<file path="config.mk">
export PLATFORM = sky130hd
export DESIGN_NAME = rc4_box_ram
export DESIGN_NICKNAME = d
export VERILOG_FILES = /design/src/hw/rtl/rc4_pkg.sv /design/src/hw/rtl/rc4_box_ram.sv
export SDC_FILE = /design/constraint.sdc
export NUM_CORES = 2
export LEC_CHECK = 0
export BUFFER_PORTS_ARGS = -buffer_cell sky130_fd_sc_hd__clkbuf_2
export CORE_MARGIN = 10
export CORE_UTILIZATION = 30
export CTS_BUF_LIST = sky130_fd_sc_hd__clkbuf_4 sky130_fd_sc_hd__clkbuf_8 sky130_fd_sc_hd__clkbuf_16
export DETAILED_ROUTE_END_ITERATION = 8
export PLACE_DENSITY_LB_ADDON = 0.2
export SYNTH_ARGS = -nofsm -noshare
export SYNTH_HDL_FRONTEND = slang
export SYNTH_SLANG_ARGS = --single-unit
</file>
<file path="constraint.sdc">
create_clock -name clk_i -period 2.44 [get_ports clk_i]
set_clock_uncertainty 0.2 [all_clocks]
set_input_delay 0.244 -clock clk_i [delete_from_list [all_inputs] [get_ports clk_i]]
set_output_delay 0.244 -clock clk_i [all_outputs]
set_load 0.005 [all_outputs]
</file>
<file path="src/hw/rtl/rc4_pkg.sv">
package rc4_pkg;

  // Box geometry
  localparam int BoxSize = 256;
  localparam int BoxAw   = 8;

  // Key store geometry
  localparam int KeyDepth = 256;
  localparam int KeyAw    = (KeyDepth > 1) ? $clog2(KeyDepth) : 1;

  // Key length register width
  localparam int KlenW = 9;

  // Request modes
  localparam logic [1:0] MODE_KEY   = 2'd0;
  localparam logic [1:0] MODE_SCHED = 2'd1;
  localparam logic [1:0] MODE_CRYPT = 2'd2;

  // Sequencer states
  typedef enum logic [3:0] {
    ST_FILL,
    ST_IDLE,
    ST_CR_J,
    ST_CR_SWAP,
    ST_CR_OUT,
    ST_KS_RD,
    ST_KS_J,
    ST_KS_WN,
    ST_KS_WJ
  } rc4_state_e;

  // Box memory access
  typedef struct packed {
    logic             we;
    logic [BoxAw-1:0] waddr;
    logic [7:0]       wdata;
    logic             re;
    logic [BoxAw-1:0] raddr;
  } rc4_box_req_t;

  // Key memory access
  typedef struct packed {
    logic             we;
    logic [KeyAw-1:0] waddr;
    logic [7:0]       wdata;
    logic             re;
    logic [KeyAw-1:0] raddr;
  } rc4_key_req_t;

  // Result handed to the output register
  typedef struct packed {
    logic       valid;
    logic [7:0] data;
  } rc4_res_t;

endpackage

</file>
<file path="src/hw/rtl/rc4_box_ram.sv">
module rc4_box_ram
  import rc4_pkg::*;
(
  input  logic         clk_i,
  input  rc4_box_req_t req_i,
  output logic [7:0]   rdata_o
);

  logic [7:0] mem_q [BoxSize];
  logic [7:0] rdata_q;

  // One write, one registered read; read sees old data on collision
  always_ff @(posedge clk_i) begin
    if (req_i.we) begin
      mem_q[req_i.waddr] <= req_i.wdata;
    end
    if (req_i.re) begin
      rdata_q <= mem_q[req_i.raddr];
    end
  end

  assign rdata_o = rdata_q;

endmodule

</file>
==> results.ini <==
[drt]
route.detailed.drc=0
drt_wl_total_um=228000
via_per_inst=4.93
antenna_left=0
drt_pass1_iterations=7
drt_iter0_markers=3841
routed_wire_length_per_instance_um=27.5
vias_post_dr=40750

[critical_path]
critical_path.reg2reg.endpoint=rdata_o[6]$_DFFE_PP_
crit_path_cell_trace=mux4_2, mux2_4, a211oi_2, buf_4, a21oi_2, a22oi_2, buf_4, nor4_2
worst_r2r_path_depth=8
critPathKind=reg2reg
cp_num_buf_inv=2
largest_delay_contributor_family_on_the_critical_path=multiplexers
worst-r2r-setup-slack_ps=-120
crit_path_start_kind=flop
critPathMostFrequentCell=sky130_fd_sc_hd__buf_4
critical_path_peak_fanout=1
crit_path_end_kind=flop
worst_ep_required_ps=2810
timing.critical_path.slowest_cell_delay_ps=460
reg2reg_from=mem_q[10][6]$_DFFE_PP_
timing.critical_path.slowest_stage_cell=sky130_fd_sc_hd__mux4_2
worstPathArrival_ps=2930

[sta]
clock.fmax_mhz=391
fin_crit_sh_pct=105
tns_ps=-469
setup_violation_total_in_the_final_timing_report=7
timing.slew.headroom_pct=41.8
minimum_clock_period_ps=2560
unrepaired_setup_endpoints_after_global_routing=yes
maxSlewViolCount=0
postLayoutSetupSlackWorst_ps=-116
final_hold_viol_count=0
tightestPinTransition_ps=872

[floorplan]
number_of_placement_rows=189
design.die.area_um2=286000
initial_utilization_pct=30.1
dieWidth_um=535
dieHeight_um=535
core-area_um2=265000
pin_count=35

[power]
power.switching_fraction_pct=21.6
static-leakage-power_nw=31.6
net-switching-power_mw=16.2
comb_power_share_pct=6.0
p_total_mw=75.1
vdd_ir_drop_max_mv=0.808
cellInternalPower_mw=58.9
proportion_of_power_drawn_by_flip_flops_and_latches_pct=51.9
power.density_nw_per_um2=768
pwr-share-clk_pct=42.1

[clocking]
cts_buffers=212
post-cts-setup-buffers=0
worst_skew_pair.late_latency_ps=840
cts_max_level=4
cts_num_sinks=2056
clk_path_buf_depth=3
worst_setup_hold_path_clk_slew_ps=60
root_buffer=sky130_fd_sc_hd__clkbuf_16
tritoncts=built

[synthesis]
netlist.top_cell.by_area=sky130_fd_sc_hd__edfxtp_1
synth.avg_cell_area_um2=21.3
synth_nets=3760
async_sr_flop_fraction_pct=0
ys_warn_count=0
synth.lib_cells_used.distinct=54
yosys-top-cells-area=sky130_fd_sc_hd__edfxtp_1, sky130_fd_sc_hd__mux4_2, sky130_fd_sc_hd__mux2i_1
mappedNetlistArea_um2=79600
postSynthCellCount=3733
yosys_register_bits=2056
synth-seq-area-share_pct=77.5
synth_ff_type=sky130_fd_sc_hd__edfxtp_1
synth-edff-count=2056
synthDominantCellAreaShare_pct=77.5

[placement]
placedInstanceArea_um2=90500
post_dp_hpwl_um=152000
gp_congestion=0.793
io_buffer_count=34

[finish]
mostFrequentLayoutCells=sky130_fd_sc_hd__edfxtp_1, sky130_fd_sc_hd__buf_4, sky130_fd_sc_hd__mux4_2, sky130_fd_sc_hd__nor2_1, sky130_fd_sc_hd__clkbuf_16
area.growth.synth_to_final_pct=22.9
fin_area_um2=97900
post_layout_net_count=4593
layout.cells.most_common=sky130_fd_sc_hd__edfxtp_1
layout.filler_cells=24207
drive_above_1_share_pct=36.1

[grt]
grt_start_max_net_pins=88
first_global_vias=42187
grt_first_pass_wirelength_um=325000
grtUsageTotal_pct=15.6
grt_antenna_before_repair=15
grt_overflow_total=0

[worst_hold_path]
hold_path.class=in2reg
whs_path_depth=4
min_delay_worst_endpoint=mem_q[167][6]$_DFFE_PP_
hold_path_startpoint=req_i[17]

[outcome]
outcome=finished, violations left
violations=negative setup slack

[run]
cap_viol_max_count=0

## per-stage QoR
stage / hold WS, ps / util (%) / worst slack, ps / cells
3_3_place_gp: 457 / 34.2 / -1320 / 7874
2_1_floorplan: 143 / - / -8.96 / 3733
3_5_place_dp: 465 / 34.2 / -1280 / 7874
6_report: 76.8 / 37.0 / -116 / 8271
4_1_cts: 4.01 / 36.9 / -158 / 8269
5_1_grt: 58.5 / 37.0 / -197 / 8270
## sequential cells by signal (all words and copies together), names as in the netlist
name	count
rdata_o	8
mem_q	2048
## worst max path at each step
stage	startpoint	end	slack, ps	depth (start not counted)
finish	mem_q[10][6]$_DFFE_PP_	rdata_o[6]$_DFFE_PP_	-120	8
floorplan	req_i[1]	rdata_o[2]$_DFFE_PP_	-9	9
detailed placement	req_i[0]	rdata_o[7]$_DFFE_PP_	-1280	10
global placement	req_i[0]	rdata_o[2]$_DFFE_PP_	-1320	10
CTS	mem_q[10][6]$_DFFE_PP_	rdata_o[6]$_DFFE_PP_	-160	8
global route	mem_q[10][6]$_DFFE_PP_	rdata_o[6]$_DFFE_PP_	-200	8
## cell families after synthesis
| logic type | count (synthesis) | synth area share, % |
|---|---|---|
| DFF | 2056 | 77.5 |
| muxes | 591 | 14.6 |
| and+or+nand+nor | 466 | 2.63 |
| AOI/OAI and AO/OA | 385 | 3.42 |
| buffers and inverters | 235 | 1.83 |
## worst min-delay path, stage by stage
cell and delay (ps):
sky130_fd_sc_hd__clkbuf_2 200, sky130_fd_sc_hd__nand3_1 230, sky130_fd_sc_hd__nor2_1 60, sky130_fd_sc_hd__buf_4 180
## timing repair
item	in CTS	in global routing
hold buffers	18	0
gates resized for setup	68	23
pin swaps	29	27
endpoints found under the hold margin	2096	0
endpoints found under the setup margin	8	8
## synth_stat cells (24+ instances only)
library cell	n
sky130_fd_sc_hd__edfxtp_1	2056
sky130_fd_sc_hd__mux4_2	454
sky130_fd_sc_hd__nor2_1	282
sky130_fd_sc_hd__mux2i_1	134
sky130_fd_sc_hd__a22oi_1	133
sky130_fd_sc_hd__clkbuf_1	111
sky130_fd_sc_hd__a21oi_1	96
sky130_fd_sc_hd__o221ai_1	46
sky130_fd_sc_hd__nand3_1	34
sky130_fd_sc_hd__nand2_1	33
sky130_fd_sc_hd__buf_2	31
sky130_fd_sc_hd__nor2b_1	31
sky130_fd_sc_hd__o22ai_1	28
sky130_fd_sc_hd__buf_4	27
sky130_fd_sc_hd__nor4_1	24
## power by group through the flow
| stage | Clock, mW | Sequential (mW) | Combinational (mW) |
|---|---|---|---|
| floorplan | 0 | 39.7 | 1.91 |
| global placement | 0 | 39.8 | 4.45 |
| detailed placement | 0 | 39.8 | 4.48 |
| CTS | 32.4 | 39.0 | 4.58 |
| global route | 33.9 | 39.0 | 4.79 |
| finish | 31.6 | 39.0 | 4.51 |
## metal layers
layer,share of wire [%],vias to the layer above,track usage (%)
met3,5.1,283,2.54
met1,44,21970,22.0
met5,0.0057,-,0
met2,48,1079,25.6
met4,2.2,2,3.32
li1,-,17416,-
## area by class of cell
type,count,area (um^2),share of cell area [%]
Clock inverter,120,976,0.997
Sequential cell,2056,61700,63.1
Clock buffer,264,5780,5.91
Inverter,2,7.51,0.00767
Tap cell,3533,4420,4.52
Antenna cell,2,5.00,0.00511
Timing Repair Buffer,852,7940,8.12
Multi-Input combinational cell,1442,17000,17.4
No activity file was read; power rests on OpenSTA's default activity.
