**src/hw/rtl/rc4_pkg.sv**
```systemverilog
package rc4_pkg;

  // Box geometry
  localparam int BoxSize = 256;
  localparam int BoxAw   = 8;

  // Key store geometry
  localparam int KeyDepth = 256;
  localparam int KeyAw    = (KeyDepth > 1) ? $clog2(KeyDepth) : 1;

  // Key length register width
  localparam int KlenW = 9;

  // Request modes
  localparam logic [1:0] MODE_KEY   = 2'd0;
  localparam logic [1:0] MODE_SCHED = 2'd1;
  localparam logic [1:0] MODE_CRYPT = 2'd2;

  // Sequencer states
  typedef enum logic [3:0] {
    ST_FILL,
    ST_IDLE,
    ST_CR_J,
    ST_CR_SWAP,
    ST_CR_OUT,
    ST_KS_RD,
    ST_KS_J,
    ST_KS_WN,
    ST_KS_WJ
  } rc4_state_e;

  // Box memory access
  typedef struct packed {
    logic             we;
    logic [BoxAw-1:0] waddr;
    logic [7:0]       wdata;
    logic             re;
    logic [BoxAw-1:0] raddr;
  } rc4_box_req_t;

  // Key memory access
  typedef struct packed {
    logic             we;
    logic [KeyAw-1:0] waddr;
    logic [7:0]       wdata;
    logic             re;
    logic [KeyAw-1:0] raddr;
  } rc4_key_req_t;

  // Result handed to the output register
  typedef struct packed {
    logic       valid;
    logic [7:0] data;
  } rc4_res_t;

endpackage

```
**src/hw/rtl/rc4_key_ram.sv**
```systemverilog
module rc4_key_ram
  import rc4_pkg::*;
(
  input  logic         clk_i,
  input  rc4_key_req_t req_i,
  output logic [7:0]   rdata_o
);

  logic [7:0] mem_q [KeyDepth];
  logic [7:0] rdata_q;

  always_ff @(posedge clk_i) begin
    if (req_i.we) begin
      mem_q[req_i.waddr] <= req_i.wdata;
    end
    if (req_i.re) begin
      rdata_q <= mem_q[req_i.raddr];
    end
  end

  assign rdata_o = rdata_q;

endmodule

```
**config.mk**
```make
export PLATFORM = sky130hd
export DESIGN_NAME = rc4_key_ram
export DESIGN_NICKNAME = d
export VERILOG_FILES = /design/src/hw/rtl/rc4_pkg.sv /design/src/hw/rtl/rc4_key_ram.sv
export SDC_FILE = /design/constraint.sdc
export NUM_CORES = 2
export LEC_CHECK = 0
export BUFFER_PORTS_ARGS = -buffer_cell sky130_fd_sc_hd__buf_2
export CAP_MARGIN = 20
export CELL_PAD_IN_SITES_DETAIL_PLACEMENT = 1
export CELL_PAD_IN_SITES_GLOBAL_PLACEMENT = 1
export CORE_MARGIN = 2
export CORE_UTILIZATION = 50
export DETAILED_ROUTE_END_ITERATION = 16
export PLACE_DENSITY = 0.84
export SETUP_SLACK_MARGIN = 0.02
export SLEW_MARGIN = 20
export SYNTH_ARGS = -nofsm -noshare
export SYNTH_HDL_FRONTEND = slang
export SYNTH_SLANG_ARGS = --single-unit
export TNS_END_PERCENT = 100
```
**constraint.sdc**
```tcl
create_clock -name clk_i -period 4.9 [get_ports clk_i]
set_input_delay 1.47 -clock clk_i [delete_from_list [all_inputs] [get_ports clk_i]]
set_output_delay 1.47 -clock clk_i [all_outputs]
set_load 0.02 [all_outputs]
```
==> metrics.csv <==
stage,metric,value,unit
outcome,status,"complete, no violations",
final_layout,Reg area,61700,um^2
power_and_ir_drop,Leakage,28.1,nW
floorplanning,Die Y,403,um
global_routing,antenna violations before repair,17,
power_and_ir_drop,P_sw,8.28,mW
cts,Worst-path clk slew,0.07,ns
global_routing,met3 usage,0.0771,
floorplanning,I/O pin total,35,
cts,CTS Root Cell,clkbuf_16,
critical_path,"delay-heaviest family, CP",simple AND/OR/NAND/NOR gates,
synthesis,Mean Syn Cell Area,21.3,um^2
global_routing,Most Crowded Layer GR,met2,
placement,DP Worst Slack,-0.221,ns
timing,Final Skew,0.0621,ns
cts,CTS tree,yes,
routing,routed vias,42500,
routing,DR pass1 iterations,6,
timing,maximum clock frequency,217,MHz
synthesis,Synth top area share,0.775,
synthesis,YS warnings,0,
global_routing,first-pass GRT wire length,337000,um
global_routing,GR met2 Demand/Resource,0.469,
power_and_ir_drop,combinational share of power,0.052,
global_routing,global route total overflow,0,
timing,fin crit share,0.940,
synthesis,Post-synth ARST share,0,
power_and_ir_drop,Switching Share,0.224,
final_layout,Nets,4028,
cts,post-CTS setup buffer count,0,
floorplanning,row count,146,
floorplanning,die area,162000,um^2
global_routing,GR Util met1,0.377,
synthesis,cell taking the most area after synthesis,edfxtp_1,
global_routing,GRT Resource Usage Total,0.292,
timing,Slew Limit Fails,0,
synthesis,top post-synthesis cells by count,"edfxtp_1 (2056), mux4_2 (454), nor2_1 (282)",
routing,drt total wl,235000,um
timing,Slew @ Worst Pin,1.28,ns
cts,CTS buffer count,198,
routing,wire per inst,37.6,um
power_and_ir_drop,Pwr per Cell Area,411,nW/um^2
critical_path,Setup crit end kind,flip-flop,
critical_path,worst path bufs/invs,2,
placement,GPL Wtd Cong,0.885,
cts,CTS hold repair buffers,0,
synthesis,cells after synthesis,3733,
timing,Setup WS post-layout,0.292,ns
run,maxcap violations,0,
power_and_ir_drop,VDD IR max,395,uV
critical_path,worst setup path class,in2reg,
synthesis,most frequent cell after synthesis,edfxtp_1,
critical_path,CP Launch Type,input pin,
synthesis,Syn Std Cell Area,79600,um^2
power_and_ir_drop,register share of total power,0.526,
power_and_ir_drop,power consumption,37.0,mW
timing,slew margin rel.,0.145,
worst_hold_path,worst min path class,in2reg,
synthesis,Area contributors post-synth,"edfxtp_1 (78%), mux4_2 (13%), mux2i_1 (1.7%), nor2_1 (1.3%), a22oi_1 (1.3%)",
synthesis,number of synthesized flops with an enable pin,2056,
final_layout,share of layout cells above drive strength 1,0.253,
routing,drc violations,0,
synthesis,post-synthesis net count,3760,
cts,clk_lat worst skew,0.87,ns
critical_path,Critical Path AT,5.15,ns
placement,dpl hpwl,139000,um
timing,final number of hold-violating endpoints,0,
power_and_ir_drop,clock share of power,0.423,
routing,Initial DRC Count,7290,
timing,final setup vio count,0,
synthesis,"Top FF cell, synth",edfxtp_1,
floorplanning,core area,158000,um^2
final_layout,Layout area overhead,13.0,%
critical_path,"critical path fanouts, max",27,
critical_path,max incr delay on CP,1.00,ns
synthesis,sequential area share after synthesis,0.775,
timing,RSZ-0062 raised after global routing,false,
power_and_ir_drop,internal power,28.7,mW
timing,Final min period,4.61,ns
critical_path,slowest cell on the critical path,nor4_1,
synthesis,post-synthesis register bit count,2056,
cts,CTS H-tree lvls,4,
cts,PostCTS Resize Cnt,0,
cts,Sink Count,2056,
floorplanning,die width,403,um
global_routing,vias in the first global route,44500,
global_routing,largest net degree at the start of global routing,131,
routing,Post-DRT Antenna Nets,0,
routing,vias per cell,6.81,
synthesis,post-synth cell types,54,
critical_path,"Cell Chain, Critical Path",buf_2 -> nand2_1 -> o221ai_1 -> nor2_1 -> nor4_1 -> buf_4 -> nor4_2,
cts,clock buffer depth,3,
placement,PortBufs,34,
final_layout,fillers,13400,
critical_path,Required @ worst endpoint,5.44,ns
final_layout,Multi-input gate area,16500,um^2
floorplanning,Starting Density,0.503,
through the flow:
step | hold WS (ns) | instance area (um^2) | TNS, ns | utilization | cells
global route | 1.10 | 90000 | 0 | 0.569 | 6240
detailed placement | 1.25 | 83500 | -0.603 | 0.528 | 5873
global placement | 1.14 | 83500 | -0.599 | 0.528 | 5872
floorplan | 0.864 | 79600 | 0 | - | 3733
finish | 1.12 | 90000 | 0 | 0.569 | 6246
CTS | 1.05 | 90000 | 0 | 0.569 | 6240
cells in the final DEF, fill, tap and decap left out, types with 4 or more instances in the layout:
| master | Yosys | routed |
|---|---|---|
| a221oi_1 | 13 | 13 |
| mux2i_1 | 134 | 134 |
| clkinv_8 | 0 | 5 |
| clkbuf_16 | 0 | 200 |
| or2_2 | 4 | 4 |
| and2_1 | 6 | 6 |
| o22ai_1 | 28 | 28 |
| nor4_1 | 24 | 21 |
| nand2_1 | 33 | 33 |
| o221ai_1 | 46 | 46 |
| clkinv_16 | 0 | 6 |
| nand3_1 | 34 | 34 |
| a211oi_1 | 16 | 16 |
| buf_4 | 27 | 237 |
| a21oi_1 | 96 | 96 |
| nor2_1 | 282 | 279 |
| edfxtp_1 | 2056 | 2056 |
| a22o_1 | 8 | 8 |
| o211ai_1 | 10 | 10 |
| clkinv_2 | 0 | 33 |
| buf_2 | 31 | 23 |
| nor4_2 | 3 | 6 |
| nand4_1 | 10 | 10 |
| nand2b_1 | 8 | 8 |
| a22oi_1 | 133 | 133 |
| bufinv_16 | 0 | 21 |
| o22a_1 | 5 | 5 |
| o21ai_0 | 10 | 10 |
| buf_12 | 8 | 31 |
| diode_2 | 0 | 6 |
| nor3_1 | 22 | 22 |
| clkbuf_1 | 111 | 51 |
| clkinv_1 | 1 | 41 |
| nor2b_1 | 31 | 28 |
| mux4_2 | 454 | 454 |
| clkinvlp_4 | 0 | 7 |
| clkbuf_8 | 0 | 8 |
| o32ai_1 | 4 | 4 |
power groups by stage:
stage | combinational (mW) | sequential (mW) | clock, mW
2_1_floorplan | 0.942 | 19.8 | 0
3_3_place_gp | 1.73 | 19.8 | 0
3_5_place_dp | 1.83 | 19.8 | 0
4_1_cts | 1.87 | 19.4 | 15.7
5_1_grt | 1.96 | 19.4 | 16.2
6_report | 1.91 | 19.4 | 15.6
worst register-to-register path, delay by kind of cell (launching register included):
kind | cells | cell delay [ns]
DFF | 1 | 0.38
AOI/OAI and AO/OA | 1 | 0.50
muxes | 1 | 0.48
buffers and inverters | 1 | 0.26
and+or+nand+nor | 4 | 1.36
final timing paths:
path / from / endpoint / slack [ns] / depth (start not counted)
worst min-delay path: req_i[8] / rdata_o[7] / 1.12 / 1
worst max-delay path: req_i[4] / rdata_o[0] / 0.29 / 7
worst max register to register: mem_q[77][0] / rdata_o[0] / 1.63 / 7
worst min register to register: mem_q[33][5] / rdata_o[5] / 1.29 / 7
registers in the layout, indices dropped and copies added, names as in the netlist:
name	cells
mem_q	2048
rdata_o	8
final cells by class:
class                      count  share of cell area
antenna                        6            0.000167
clock buffer                 251              0.0577
clock inverter               116              0.0146
inverter                       2           0.0000834
multi-input combinational   1442               0.183
sequential                  2056               0.686
tap                         2072              0.0288
timing repair buffer         301              0.0295
kinds of logic after synthesis:
kind of cell    Yosys count  share of synthesized area
flops                  2056                      0.775
mux                     591                      0.146
simple gates            466                     0.0263
compound gates          385                     0.0342
buf+inv                 235                     0.0183
routing by layer:
metal  up-vias  wire [um]
li1      16200          -
met2      3349     114000
met3       796      28100
met1     22100      80500
met5         -        154
met4        24      12200
Note: power is estimated with default switching activity, not from simulation.
