===== config.mk =====
export PLATFORM = sky130hd
export DESIGN_NAME = rc4_ctrl
export DESIGN_NICKNAME = d
export VERILOG_FILES = /design/src/hw/rtl/rc4_pkg.sv /design/src/hw/rtl/rc4_ctrl.sv
export SDC_FILE = /design/constraint.sdc
export NUM_CORES = 1
export LEC_CHECK = 0
export BUFFER_PORTS_ARGS = -buffer_cell sky130_fd_sc_hd__buf_2
export CAP_MARGIN = 25
export CORE_UTILIZATION = 30
export CTS_BUF_LIST = sky130_fd_sc_hd__clkbuf_16
export DETAILED_ROUTE_END_ITERATION = 7
export PLACE_DENSITY = 0.55
export SYNTH_ARGS = -nofsm -noshare
export SYNTH_HDL_FRONTEND = slang
export SYNTH_SLANG_ARGS = --single-unit

===== constraint.sdc =====
create_clock -name clk_i -period 3.9 [get_ports clk_i]
set_input_delay 0.39 -clock clk_i [delete_from_list [all_inputs] [get_ports clk_i]]
set_output_delay 0.39 -clock clk_i [all_outputs]
set_load 0.01 [all_outputs]

===== src/hw/rtl/rc4_pkg.sv =====
package rc4_pkg;

  // Box geometry
  localparam int BoxSize = 256;
  localparam int BoxAw   = 8;

  // Key store geometry
  localparam int KeyDepth = 256;
  localparam int KeyAw    = (KeyDepth > 1) ? $clog2(KeyDepth) : 1;

  // Key length register width
  localparam int KlenW = 9;

  // Request modes
  localparam logic [1:0] MODE_KEY   = 2'd0;
  localparam logic [1:0] MODE_SCHED = 2'd1;
  localparam logic [1:0] MODE_CRYPT = 2'd2;

  // Sequencer states
  typedef enum logic [3:0] {
    ST_FILL,
    ST_IDLE,
    ST_CR_J,
    ST_CR_SWAP,
    ST_CR_OUT,
    ST_KS_RD,
    ST_KS_J,
    ST_KS_WN,
    ST_KS_WJ
  } rc4_state_e;

  // Box memory access
  typedef struct packed {
    logic             we;
    logic [BoxAw-1:0] waddr;
    logic [7:0]       wdata;
    logic             re;
    logic [BoxAw-1:0] raddr;
  } rc4_box_req_t;

  // Key memory access
  typedef struct packed {
    logic             we;
    logic [KeyAw-1:0] waddr;
    logic [7:0]       wdata;
    logic             re;
    logic [KeyAw-1:0] raddr;
  } rc4_key_req_t;

  // Result handed to the output register
  typedef struct packed {
    logic       valid;
    logic [7:0] data;
  } rc4_res_t;

endpackage


===== src/hw/rtl/rc4_ctrl.sv =====
module rc4_ctrl
  import rc4_pkg::*;
(
  input  logic             clk_i,
  input  logic             rst_ni,
  // request side
  input  logic             req_valid_i,
  output logic             req_ready_o,
  input  logic [1:0]       mode_i,
  input  logic [7:0]       key_index_i,
  input  logic [7:0]       value_i,
  // key length register
  input  logic             cfg_we_i,
  input  logic [KlenW-1:0] cfg_wdata_i,
  // result side
  input  logic             out_free_i,
  output rc4_res_t         res_o,
  // memories
  output rc4_box_req_t     box_req_o,
  input  logic [7:0]       box_rdata_i,
  output rc4_key_req_t     key_req_o,
  input  logic [7:0]       key_rdata_i
);

  rc4_state_e state_q, state_d;

  logic [BoxAw-1:0] n_q;
  logic [7:0]       i_q, j_q;
  logic [7:0]       si_q, sj_q, t_q, val_q;
  logic [KeyAw-1:0] ki_q, ki_next;
  logic             ks_q;
  logic [KlenW-1:0] key_length_q, len_eff;
  logic             accept;
  logic             last_n;
  logic [7:0]       ks_byte;

  assign accept = req_valid_i && (state_q == ST_IDLE);
  assign last_n = (n_q == BoxAw'(BoxSize - 1));

  // Zero or oversized length means the whole store
  always_comb begin
    len_eff = key_length_q;
    if (key_length_q == '0 || key_length_q > KlenW'(KeyDepth)) begin
      len_eff = KlenW'(KeyDepth);
    end
  end

  // Cyclic key position
  always_comb begin
    if ((KlenW'(ki_q) + KlenW'(1)) == len_eff) begin
      ki_next = '0;
    end else begin
      ki_next = ki_q + KeyAw'(1);
    end
  end

  // Keystream byte, forwarded around the swap written this step
  always_comb begin
    if (t_q == j_q) begin
      ks_byte = si_q;
    end else if (t_q == i_q) begin
      ks_byte = sj_q;
    end else begin
      ks_byte = box_rdata_i;
    end
  end

  // Next state
  always_comb begin
    state_d = state_q;
    case (state_q)
      ST_FILL: begin
        if (last_n) begin
          state_d = ks_q ? ST_KS_RD : ST_IDLE;
        end
      end
      ST_IDLE: begin
        if (accept) begin
          case (mode_i)
            MODE_SCHED: state_d = ST_FILL;
            MODE_CRYPT: state_d = ST_CR_J;
            default:    state_d = ST_IDLE;
          endcase
        end
      end
      ST_CR_J:    state_d = ST_CR_SWAP;
      ST_CR_SWAP: state_d = ST_CR_OUT;
      ST_CR_OUT: begin
        if (out_free_i) begin
          state_d = ST_IDLE;
        end
      end
      ST_KS_RD: state_d = ST_KS_J;
      ST_KS_J:  state_d = ST_KS_WN;
      ST_KS_WN: state_d = ST_KS_WJ;
      ST_KS_WJ: state_d = last_n ? ST_IDLE : ST_KS_RD;
      default:  state_d = ST_IDLE;
    endcase
  end

  // Outputs: handshake, memory accesses, result
  always_comb begin
    req_ready_o     = 1'b0;
    box_req_o       = '0;
    key_req_o       = '0;
    res_o           = '0;
    case (state_q)
      ST_FILL: begin
        box_req_o.we    = 1'b1;
        box_req_o.waddr = n_q;
        box_req_o.wdata = 8'(n_q);
      end
      ST_IDLE: begin
        req_ready_o = 1'b1;
        if (accept && mode_i == MODE_CRYPT) begin
          box_req_o.re    = 1'b1;
          box_req_o.raddr = i_q + 8'd1;
        end
        if (accept && mode_i == MODE_KEY && (KlenW'(key_index_i) < KlenW'(KeyDepth))) begin
          key_req_o.we    = 1'b1;
          key_req_o.waddr = key_index_i[KeyAw-1:0];
          key_req_o.wdata = value_i;
        end
      end
      ST_CR_J: begin
        box_req_o.re    = 1'b1;
        box_req_o.raddr = j_q + box_rdata_i;
      end
      ST_CR_SWAP: begin
        box_req_o.we    = 1'b1;
        box_req_o.waddr = i_q;
        box_req_o.wdata = box_rdata_i;
        box_req_o.re    = 1'b1;
        box_req_o.raddr = si_q + box_rdata_i;
      end
      ST_CR_OUT: begin
        box_req_o.we    = 1'b1;
        box_req_o.waddr = j_q;
        box_req_o.wdata = si_q;
        res_o.valid     = out_free_i;
        res_o.data      = val_q ^ ks_byte;
      end
      ST_KS_RD: begin
        box_req_o.re    = 1'b1;
        box_req_o.raddr = n_q;
        key_req_o.re    = 1'b1;
        key_req_o.raddr = ki_q;
      end
      ST_KS_J: begin
        box_req_o.re    = 1'b1;
        box_req_o.raddr = j_q + box_rdata_i + key_rdata_i;
      end
      ST_KS_WN: begin
        box_req_o.we    = 1'b1;
        box_req_o.waddr = n_q;
        box_req_o.wdata = box_rdata_i;
      end
      ST_KS_WJ: begin
        box_req_o.we    = 1'b1;
        box_req_o.waddr = j_q;
        box_req_o.wdata = si_q;
      end
      default: begin
        req_ready_o = 1'b0;
      end
    endcase
  end

  // Control state
  always_ff @(posedge clk_i or negedge rst_ni) begin
    if (!rst_ni) begin
      state_q      <= ST_FILL;
      n_q          <= '0;
      i_q          <= '0;
      j_q          <= '0;
      ks_q         <= 1'b0;
      key_length_q <= KlenW'(256);
    end else begin
      state_q <= state_d;
      if (cfg_we_i) begin
        key_length_q <= cfg_wdata_i;
      end
      case (state_q)
        ST_FILL: begin
          n_q <= n_q + BoxAw'(1);
          j_q <= '0;
        end
        ST_IDLE: begin
          if (accept && mode_i == MODE_CRYPT) begin
            i_q <= i_q + 8'd1;
          end
          if (accept && mode_i == MODE_SCHED) begin
            ks_q <= 1'b1;
          end
        end
        ST_CR_J: begin
          j_q <= j_q + box_rdata_i;
        end
        ST_KS_J: begin
          j_q <= j_q + box_rdata_i + key_rdata_i;
        end
        ST_KS_WJ: begin
          n_q <= n_q + BoxAw'(1);
          if (last_n) begin
            ks_q <= 1'b0;
            i_q  <= '0;
            j_q  <= '0;
          end
        end
        default: begin
          ks_q <= ks_q;
        end
      endcase
    end
  end

  // Payload registers
  always_ff @(posedge clk_i) begin
    case (state_q)
      ST_FILL: begin
        ki_q <= '0;
      end
      ST_IDLE: begin
        if (accept) begin
          val_q <= value_i;
        end
      end
      ST_CR_J: begin
        si_q <= box_rdata_i;
      end
      ST_CR_SWAP: begin
        sj_q <= box_rdata_i;
        t_q  <= si_q + box_rdata_i;
      end
      ST_KS_J: begin
        si_q <= box_rdata_i;
        ki_q <= ki_next;
      end
      default: begin
        val_q <= val_q;
      end
    endcase
  end

endmodule


==> results.txt, run 1 <==
The flow ran to the end, and the final reports show no timing, DRC or antenna violations. On the final layout, the worst clock skew is 0.00846 ns. The transition at the pin with the smallest max-transition slack is 0.965 ns, and the number of synthesis warnings is 0. Summing the sequential cell areas from Yosys gives 38.9% of the chip area. The filler-free cell count of the finished design is 936, and the worst slew slack as a fraction of its limit is 35.4%.

TritonCTS built the clock tree. After synthesis, the most frequently instantiated cells are sky130_fd_sc_hd__nand2_1 (56), sky130_fd_sc_hd__nor2_1 (50), sky130_fd_sc_hd__edfxtp_1 (40), sky130_fd_sc_hd__dfrtp_1 (37), sky130_fd_sc_hd__xnor2_1 (35). The internal power of the cells totals 2.51 mW. The run gives 0 as the total global routing overflow.

At the worst endpoint, the required time is 3.51 ns. After clock tree synthesis, the clock-pin slew on the worst setup and hold paths is 0.07 ns. The tools report the number of hold violations in the final report as 0. The final critical path time including I/O delays and setup works out to 3.84 ns. The number of antenna violations at the first check in global routing is 0, and the number of buffers added on ports is 109. In this run, placement finished with an instance count of 913.

The logs give 2 for the maximum number of buffers from clock root to sink and 18000 um2 for the area of the core. By area the synthesized netlist is led by sky130_fd_sc_hd__edfxtp_1 (22%), sky130_fd_sc_hd__dfrtp_1 (17%), sky130_fd_sc_hd__ha_1 (6.3%), sky130_fd_sc_hd__xnor2_1 (5.5%), sky130_fd_sc_hd__xor2_1 (5.1%). Relative to the synthesized area, the layout overhead comes to 22.8%.

The power per unit of standard cell area is 652 nW/um2, and the I/O pin count is 110. The type of the setup path with the least slack is reg -> out. The remaining antenna violation count after routing was 0. The first global-routing pass estimated 25300 um of wire.

For the total detailed-routing wirelength, the log shows 16200 um. Counting the fill cells in the layout gives 1891. Library cell with the largest summed area after synthesis: sky130_fd_sc_hd__edfxtp_1. The die is 138 um wide. Critical path data arrival time: 3.45 ns. Per report_power, the combinational group accounts for 48.9% of the total.

For the maximum number of pins on one net before global-route repair, the log shows 39. The post-synthesis instance total was 589; the highest attainable clock frequency was 261 MHz. For the final-stage net count, the log shows 781.

Summed over its instances, the top area cell type makes up 21.7% of the synthesized netlist area. The first detailed-routing pass ran for 7 iterations. The run gives 17.9% as the combined global-route utilization of all metal layers. Dividing the detail-routed via count by the number of cells gives 5.17. The logs give 0.846 for the placer congestion estimate and 4618 for the via count of the first global-routing pass. CTS placed an instance of sky130_fd_sc_hd__clkbuf_16 at the clock tree root. The logs give 58 for the number of distinct library cell variants in the gate-level netlist after synthesis and 3.14 nW for the leakage power. The summed instance area of the synthesized netlist is 5540 um2, and the number of synthesized register bits is 78.

The area of the die is 19000 um2. For the number of max-slew violations in the final report, the log shows 0. The vias after detailed routing was 4838; the total number of clock tree sinks was 78. The share of total power dissipated in the clock network is 20.6%.

The number of nets in the synthesized netlist is 668. The path class of the lowest-slack min-delay path is in -> reg. Row generation in the floorplan step produced 49 rows. In this run the number of H-tree levels came out at 3. Setup repair after global routing could not meet its margin everywhere.

The most used flip-flop cell after synthesis is sky130_fd_sc_hd__edfxtp_1. Along the worst path, the maximum fanout reaches 5. Setup violations remaining at the end of the flow were counted as 0. The run gives 289 as the DRC violation total after the first TritonRoute iteration. The final clock period utilization by the worst path works out to 98.4%. The starting density of the core is 30.7%. STA classifies the critical path endpoint as a primary output.

Sequential cells burn 30.6% of the power. The floorplan step set the die height to 138 um. The tool flagged a number of max-cap violations equal to 0. The average wire per standard cell is 17.3 um. The run gives 1.92 mW as the switching power. Cells fill 37.7% of the core in the end. Once detailed placement completed, the half-perimeter wirelength came to 12100 um.

In this run, synthesis inferred 40 flip-flops with an integrated enable. For this run, design rule violations remaining after detail routing come to 0. The clock network latency to the later pin of the worst-skew pair was 0.36 ns. Yosys instantiated no cell more often than sky130_fd_sc_hd__nand2_1. The tools report the nature of the critical path startpoint as a flop.

The average instance area after synthesis came out at 9.41 um2. The tools report the number of clock buffers inserted by TritonCTS as 9. Across the VDD grid, the largest voltage drop is 0.269 mV. For this run, asynchronously set or reset flops after synthesis account for 48.7%. After routing, the total negative slack on setup checks comes to 0 ns.

Ratio of cells with drive above 1 in the final layout: 24.3%. In this run switching power makes up 43.3% of total power. 0 antenna diodes ended up in the layout.
-- cells in the final DEF, fill, tap and decap left out, types with 5 or more instances in the layout --
| cell | Yosys | final |
|---|---|---|
| sky130_fd_sc_hd__a31oi_1 | 5 | 5 |
| sky130_fd_sc_hd__a21oi_1 | 21 | 20 |
| sky130_fd_sc_hd__nand2_1 | 56 | 56 |
| sky130_fd_sc_hd__o21ai_1 | 6 | 7 |
| sky130_fd_sc_hd__mux2_2 | 9 | 9 |
| sky130_fd_sc_hd__xor2_1 | 32 | 32 |
| sky130_fd_sc_hd__a21o_1 | 10 | 10 |
| sky130_fd_sc_hd__buf_2 | 1 | 109 |
| sky130_fd_sc_hd__a22oi_1 | 15 | 15 |
| sky130_fd_sc_hd__nor2_1 | 50 | 50 |
| sky130_fd_sc_hd__o21ai_0 | 27 | 23 |
| sky130_fd_sc_hd__buf_4 | 0 | 19 |
| sky130_fd_sc_hd__nand3_1 | 15 | 15 |
| sky130_fd_sc_hd__clkbuf_16 | 0 | 9 |
| sky130_fd_sc_hd__a222oi_1 | 9 | 9 |
| sky130_fd_sc_hd__ha_1 | 28 | 27 |
| sky130_fd_sc_hd__edfxtp_1 | 40 | 40 |
| sky130_fd_sc_hd__inv_1 | 18 | 18 |
| sky130_fd_sc_hd__mux2i_1 | 12 | 12 |
| sky130_fd_sc_hd__nand2b_1 | 10 | 10 |
| sky130_fd_sc_hd__and2_1 | 28 | 28 |
| sky130_fd_sc_hd__o31ai_1 | 6 | 5 |
| sky130_fd_sc_hd__inv_6 | 0 | 5 |
| sky130_fd_sc_hd__o21bai_1 | 5 | 5 |
| sky130_fd_sc_hd__nor3_1 | 13 | 12 |
| sky130_fd_sc_hd__dfrtp_1 | 37 | 36 |
| sky130_fd_sc_hd__and3_1 | 5 | 5 |
| sky130_fd_sc_hd__xnor2_1 | 35 | 34 |
| sky130_fd_sc_hd__mux2_1 | 8 | 8 |
| sky130_fd_sc_hd__nand4_1 | 8 | 8 |
-- cell families (layout without fill, tap and decap cells) --
family / Yosys count / in the layout / synth area share, %
and+or+nand+nor: 209 / 209 / 18.6
AOI/OAI and AO/OA: 128 / 128 / 15.7
DFF: 78 / 78 / 38.9
xor gates and xnor gates: 67 / 67 / 10.6
buffers and inverters: 47 / 165 / 3.21
adders and majority gates: 31 / 31 / 7.41
muxes: 29 / 29 / 5.62
-- worst paths after layout --
kind / from / end / slack (ns) / cells past startpoint
worst max-delay path: j_q[0] / box_req_o[6] / 0.06 / 14
worst min-delay path: value_i[5] / val_q[5] / 0.21 / 1
worst max register to register: j_q[0] / j_q[6] / 0.96 / 13
worst min register to register: key_length_q[8] / key_length_q[8] / 0.53 / 2
max in group asynchronous: rst_ni / key_length_q[8] / 2.95 / 3
min in group asynchronous: rst_ni / j_q[5] / 0.43 / 2
-- area by class of cell --
| cell class | count | area, um2 | share of cell area [%] |
|---|---|---|---|
| clock buffer | 9 | 225 | 3.31 |
| sequential | 78 | 2150 | 31.7 |
| timing repair buffer | 130 | 718 | 10.6 |
| inverter | 19 | 71.3 | 1.05 |
| clock inverter | 7 | 85.1 | 1.25 |
| tap | 229 | 287 | 4.21 |
| multi-input combinational | 464 | 3260 | 48.0 |
-- stage by stage --
| stage | power (mW) | area, um2 | setup slack, ns | hold slack, ns |
|---|---|---|---|---|
| floorplan | 2.73 | 5540 | 0.553 | 0.0944 |
| global placement | 3.44 | 6370 | -0.00352 | 0.522 |
| detailed placement | 3.45 | 6380 | -0.0521 | 0.531 |
| CTS | 4.43 | 6730 | 0.00427 | 0.194 |
| global route | 4.76 | 6800 | -0.109 | 0.197 |
| finish | 4.43 | 6800 | 0.0627 | 0.208 |
-- metal layers --
metal  routed length [um]  vias up  GRT usage [%]
met5                    0        -              0
met2                 7400      175           28.6
met3                  939       22           3.91
met1                 7570     2281           23.9
li1                     -     2360              -
met4                  276        0           5.37
-- critical path: stages (launching register included) --
cell and delay (ns):
sky130_fd_sc_hd__dfrtp_1 0.41, sky130_fd_sc_hd__ha_4 0.18, sky130_fd_sc_hd__fa_2 0.34, sky130_fd_sc_hd__a21o_1 0.17, sky130_fd_sc_hd__a21oi_2 0.17, sky130_fd_sc_hd__o21bai_1 0.11
sky130_fd_sc_hd__a21oi_1 0.18, sky130_fd_sc_hd__xnor2_1 0.09, sky130_fd_sc_hd__ha_1 0.35, sky130_fd_sc_hd__nand2b_1 0.12, sky130_fd_sc_hd__o21ai_1 0.06, sky130_fd_sc_hd__a22o_1 0.23
sky130_fd_sc_hd__a211o_1 0.26, sky130_fd_sc_hd__a211o_1 0.26, sky130_fd_sc_hd__buf_2 0.15
-- power groups by stage --
| stage | Sequential, mW | Clock (mW) | Combinational [mW] |
|---|---|---|---|
| after floorplan | 1.22 | 0 | 1.51 |
| after global placement | 1.37 | 0 | 2.07 |
| after detailed placement | 1.37 | 0 | 2.08 |
| after CTS | 1.35 | 0.933 | 2.14 |
| after global routing | 1.38 | 0.971 | 2.41 |
| final | 1.36 | 0.912 | 2.17 |
-- flip-flops by register name (all words and copies together) (netlist names) --
name and cells:
key_length_q 9, val_q 8, n_q 8, ks_q 1, si_q 8, ki_q 8
j_q 8, i_q 8, state_q 4, sj_q 8, t_q 8
-- repair_timing --
item,CTS,global route
gates cloned,0,0
hold endpoints to repair,0,6
setup buffers,2,3
setup endpoints to repair,2,2
hold buffers,0,1
resized for setup,8,7
pin swaps,7,7
Power figures use the tool's default switching activity.
==> inputs of run 2 (changes only) <==
--- a/config.mk
+++ b/config.mk
@@ -7,6 +7,7 @@
 export LEC_CHECK = 0
 export BUFFER_PORTS_ARGS = -buffer_cell sky130_fd_sc_hd__buf_2
 export CAP_MARGIN = 25
+export CORE_MARGIN = 3
 export CORE_UTILIZATION = 30
 export CTS_BUF_LIST = sky130_fd_sc_hd__clkbuf_16
 export DETAILED_ROUTE_END_ITERATION = 7
==> constraint.sdc (replaced) <==
create_clock -name clk_i -period 3.9 [get_ports clk_i]
set_input_delay 1.17 -clock clk_i [delete_from_list [all_inputs] [get_ports clk_i]]
set_output_delay 1.17 -clock clk_i [all_outputs]
set_load 0.01 [all_outputs]
==> results.txt, run 2 (synthesis gave the netlist of run 1 again) <==
The run gives 0 (unchanged) as the number of hold violations in the final report. Setup repair after global routing could not meet its margin everywhere. The internal cell power is 2.89 mW (+15%). The logs give 0.00455 ns (-0.00391 ns) for the clock skew and 0.526 ns (+0.318 ns) for the worst hold slack. The logs give 0.272 mV (+1.1%) for the peak supply drop and -5.49 ns (-5.49 ns) for the setup TNS.

The share of the core filled with cells is 41.6% (+3.9 points). The combined global-route utilization of all metal layers was 17.1% (-0.72 points); the relative contribution of combinational cells to total power was 55.6% (+6.7 points). For the number of max-slew violations in the final report, the log shows 0 (unchanged). The tightest min-delay check is of the reg -> reg type. Clock tree synthesis selected as its root buffer the cell sky130_fd_sc_hd__clkbuf_16. The area growth from synthesis to layout is 35.3%. Die extent in x: 142 um (+2.9%). The final reports fail on negative setup slack. The most common cell after layout, fill and taps aside is sky130_fd_sc_hd__buf_2.

Via count normalized by instance count: 5.07 (-1.8%). The top cell types in the final layout, fill and taps aside, are sky130_fd_sc_hd__buf_2 (106), sky130_fd_sc_hd__buf_4 (88), sky130_fd_sc_hd__nand2_1 (54), sky130_fd_sc_hd__nor2_1 (49), sky130_fd_sc_hd__edfxtp_1 (40). The worst register-to-register path ends at j_q[4].

In this run the most critical hold path is launched from key_length_q[8]. Number of failing setup endpoints in the final timing report: 7 (+7). For the maximum number of pins on one net before global-route repair, the log shows 39 (unchanged).

The tools report the placer congestion estimate as 0.871 (+2.9%). The number of antenna violations at the first check in global routing is 0 (unchanged), and the number of DRC violations after detailed routing is 0 (unchanged). The clock transition at the register clock pins on the worst setup and hold paths after CTS came out at 0.06 ns (about the same). The length of the first detailed-routing pass in iterations is 6 (-1). The run gives 49 (unchanged) as the standard-cell row count. The tools report the final worst slack as -1.16 ns (-1.22 ns). The final critical path time including I/O delays and setup works out to 5.06 ns (+1.22 ns). The run gives 27.6% (-3.0 points) as the proportion of power drawn by flip-flops and latches.

The number of cells traversed by the worst register-to-register path is 18 (+5). The tools report the nature of the critical path startpoint as an input pin. The run gives 2.73 ns (-0.78 ns) as the required time reported for the critical path endpoint.

The area of the die is 20100 um2 (+5.9%), and the diode insertion count for antenna repair is 0 (unchanged). The flip-flop count of the largest register, all copies and words added is 9 (unchanged). The average wire per standard cell was 17.2 um (-0.29%).

The transition at the pin with the smallest max-transition slack was 0.871 ns (-0.0936 ns); the worst slew slack as a fraction of its limit was 41.2% (+5.7 points). The number of buffers added on ports was 109 (unchanged); the number of cells traversed by the worst hold path was 2 (+1). The leakage power came out at 3.50 nW (+11%). The tools report the reg-to-reg startpoint as j_q[0]. The worst hold path terminates at key_length_q[8]. The top register by number of flip-flops was key_length_q.

TritonCTS built the clock tree. The part of the power in the clock network was 16.8% (-3.8 points); the switching power was 2.05 mW (+6.5%). The total detailed-routing wirelength was 17400 um (+7.4%); the highest attainable clock frequency was 198 MHz (-24%).

The DRC violation total after the first TritonRoute iteration is 355 (+23%), and the critical path data arrival time is 3.89 ns (+0.44 ns). The run finished, with violations left. STA classifies the critical path endpoint as a primary output. The logs give 26900 um (+6.5%) for the global-route wire length before repair and 0.34 ns (-0.02 ns) for the clock network latency to the later pin of the worst-skew pair.

For the total global routing overflow, the log shows 0 (unchanged). The run gives 13300 um (+9.7%) as the half-perimeter wire length after placement. The number of clock buffers inserted by TritonCTS was 9 (unchanged); the largest fanout on the critical path was 5 (unchanged). The maximum number of buffers from clock root to sink was 2 (unchanged); the total number of clock tree sinks was 78 (unchanged). Final clock period utilization by the worst path: 130% (+31 points).

The worst setup timing slack at the placement stage was -1.33 ns (-1.28 ns); the deepest level of the CTS H-tree was 3 (unchanged). The tools report the area of the core as 18000 um2 (unchanged). The register-to-register setup slack is 0.74 ns (-0.22 ns), and the vertical die dimension is 142 um (+2.9%).

The remaining antenna violation count after routing is 0 (unchanged). The ratio of cells with drive above 1 in the final layout was 33.2% (+8.9 points); the final-stage net count was 853 (+9.2%). The tools report the starting density of the core as 30.7% (unchanged).

The type of the setup path with the least slack is in -> out. The power per unit of standard cell area was 658 nW/um2 (+0.98%); the via count of the first global-routing pass was 4960 (+7.4%). The logs give 110 (unchanged) for the I/O pin count and 0 (unchanged) for the number of maximum-capacitance constraint violations. The vias after detailed routing came out at 5115 (+5.7%).

The switching share of power works out to 41.5% (-1.9 points).
[run 2: cell types whose count changed in the layout (fill, tap and decap cells not counted), moves of 3 or more]
| cell | previous run | this run |
|---|---|---|
| sky130_fd_sc_hd__buf_4 | 19 | 88 |
| sky130_fd_sc_hd__nand3_2 | 0 | 3 |
| sky130_fd_sc_hd__ha_4 | 1 | 5 |
| sky130_fd_sc_hd__inv_6 | 5 | 0 |
| sky130_fd_sc_hd__buf_6 | 0 | 6 |
| sky130_fd_sc_hd__a22oi_1 | 15 | 12 |
| sky130_fd_sc_hd__nand3_1 | 15 | 12 |
| sky130_fd_sc_hd__buf_2 | 109 | 106 |
| sky130_fd_sc_hd__a22oi_2 | 0 | 3 |
| sky130_fd_sc_hd__ha_1 | 27 | 23 |
[run 2: power groups by stage]
stage          Sequential (mW)  Clock, mW  Combinational, mW
6_report                  1.36      0.829               2.75
5_1_grt                   1.39      0.880               3.00
4_1_cts                   1.36      0.843               2.65
3_5_place_dp              1.37          0               2.42
3_3_place_gp              1.37          0               2.40
2_1_floorplan             1.23          0               1.54
[run 2: repair_timing]
item,in CTS,in global routing
hold buffers,0,0
pin swaps,27,16
setup buffers,15,3
resized for setup,22,14
endpoints found under the setup margin,7,8
[run 2: final cells by class]
| cell class | count | area (um2) |
|---|---|---|
| clock inverters | 7 | 57.6 |
| inverters | 19 | 71.3 |
| well taps | 229 | 287 |
| multi-input cells | 464 | 3410 |
| clock buffers | 9 | 225 |
| repair buffers | 202 | 1290 |
| flip-flops and latches | 78 | 2150 |
| fillers | 1801 | 10500 |
[run 2: metal layers]
layer / global-route usage, % / vias to the layer above / routed length, um
li1: - / 2503 / -
met1: 23.4 / 2406 / 8000
met2: 27.6 / 183 / 8060
met3: 3.64 / 23 / 1030
met4: 4.70 / 0 / 306
met5: 0 / - / 0
[run 2: how the worst max path moves through the flow]
stage                     slack (ns)  cells past startpoint           start      endpoint
after floorplan                -0.89                     13  box_rdata_i[0]  box_req_o[6]
after global placement         -1.28                     17  box_rdata_i[0]  box_req_o[7]
after detailed placement       -1.33                     17  box_rdata_i[0]  box_req_o[7]
after CTS                      -1.18                     15  box_rdata_i[0]  box_req_o[6]
after global routing           -1.31                     15  box_rdata_i[0]  box_req_o[6]
final                          -1.16                     15  box_rdata_i[0]  box_req_o[6]
[run 2: stage by stage]
step	cells	instance area, um2	power, mW
after floorplan	589	5590	2.76
after global placement	974	6880	3.78
after detailed placement	974	6880	3.80
after CTS	1004	7400	4.85
after global routing	1008	7500	5.27
final	1008	7500	4.94
[run 2: worst max-delay path, cell delays in order]
cell and delay, ns:
sky130_fd_sc_hd__buf_8 0.10, sky130_fd_sc_hd__ha_4 0.15, sky130_fd_sc_hd__fa_2 0.34, sky130_fd_sc_hd__a21o_1 0.17, sky130_fd_sc_hd__a21oi_2 0.15, sky130_fd_sc_hd__o21bai_1 0.09, sky130_fd_sc_hd__a21oi_1 0.17, sky130_fd_sc_hd__xnor2_1 0.14
sky130_fd_sc_hd__ha_1 0.29, sky130_fd_sc_hd__nand2b_1 0.11, sky130_fd_sc_hd__o21ai_1 0.07, sky130_fd_sc_hd__a22o_1 0.20, sky130_fd_sc_hd__a211o_1 0.31, sky130_fd_sc_hd__a211o_1 0.26, sky130_fd_sc_hd__buf_2 0.15
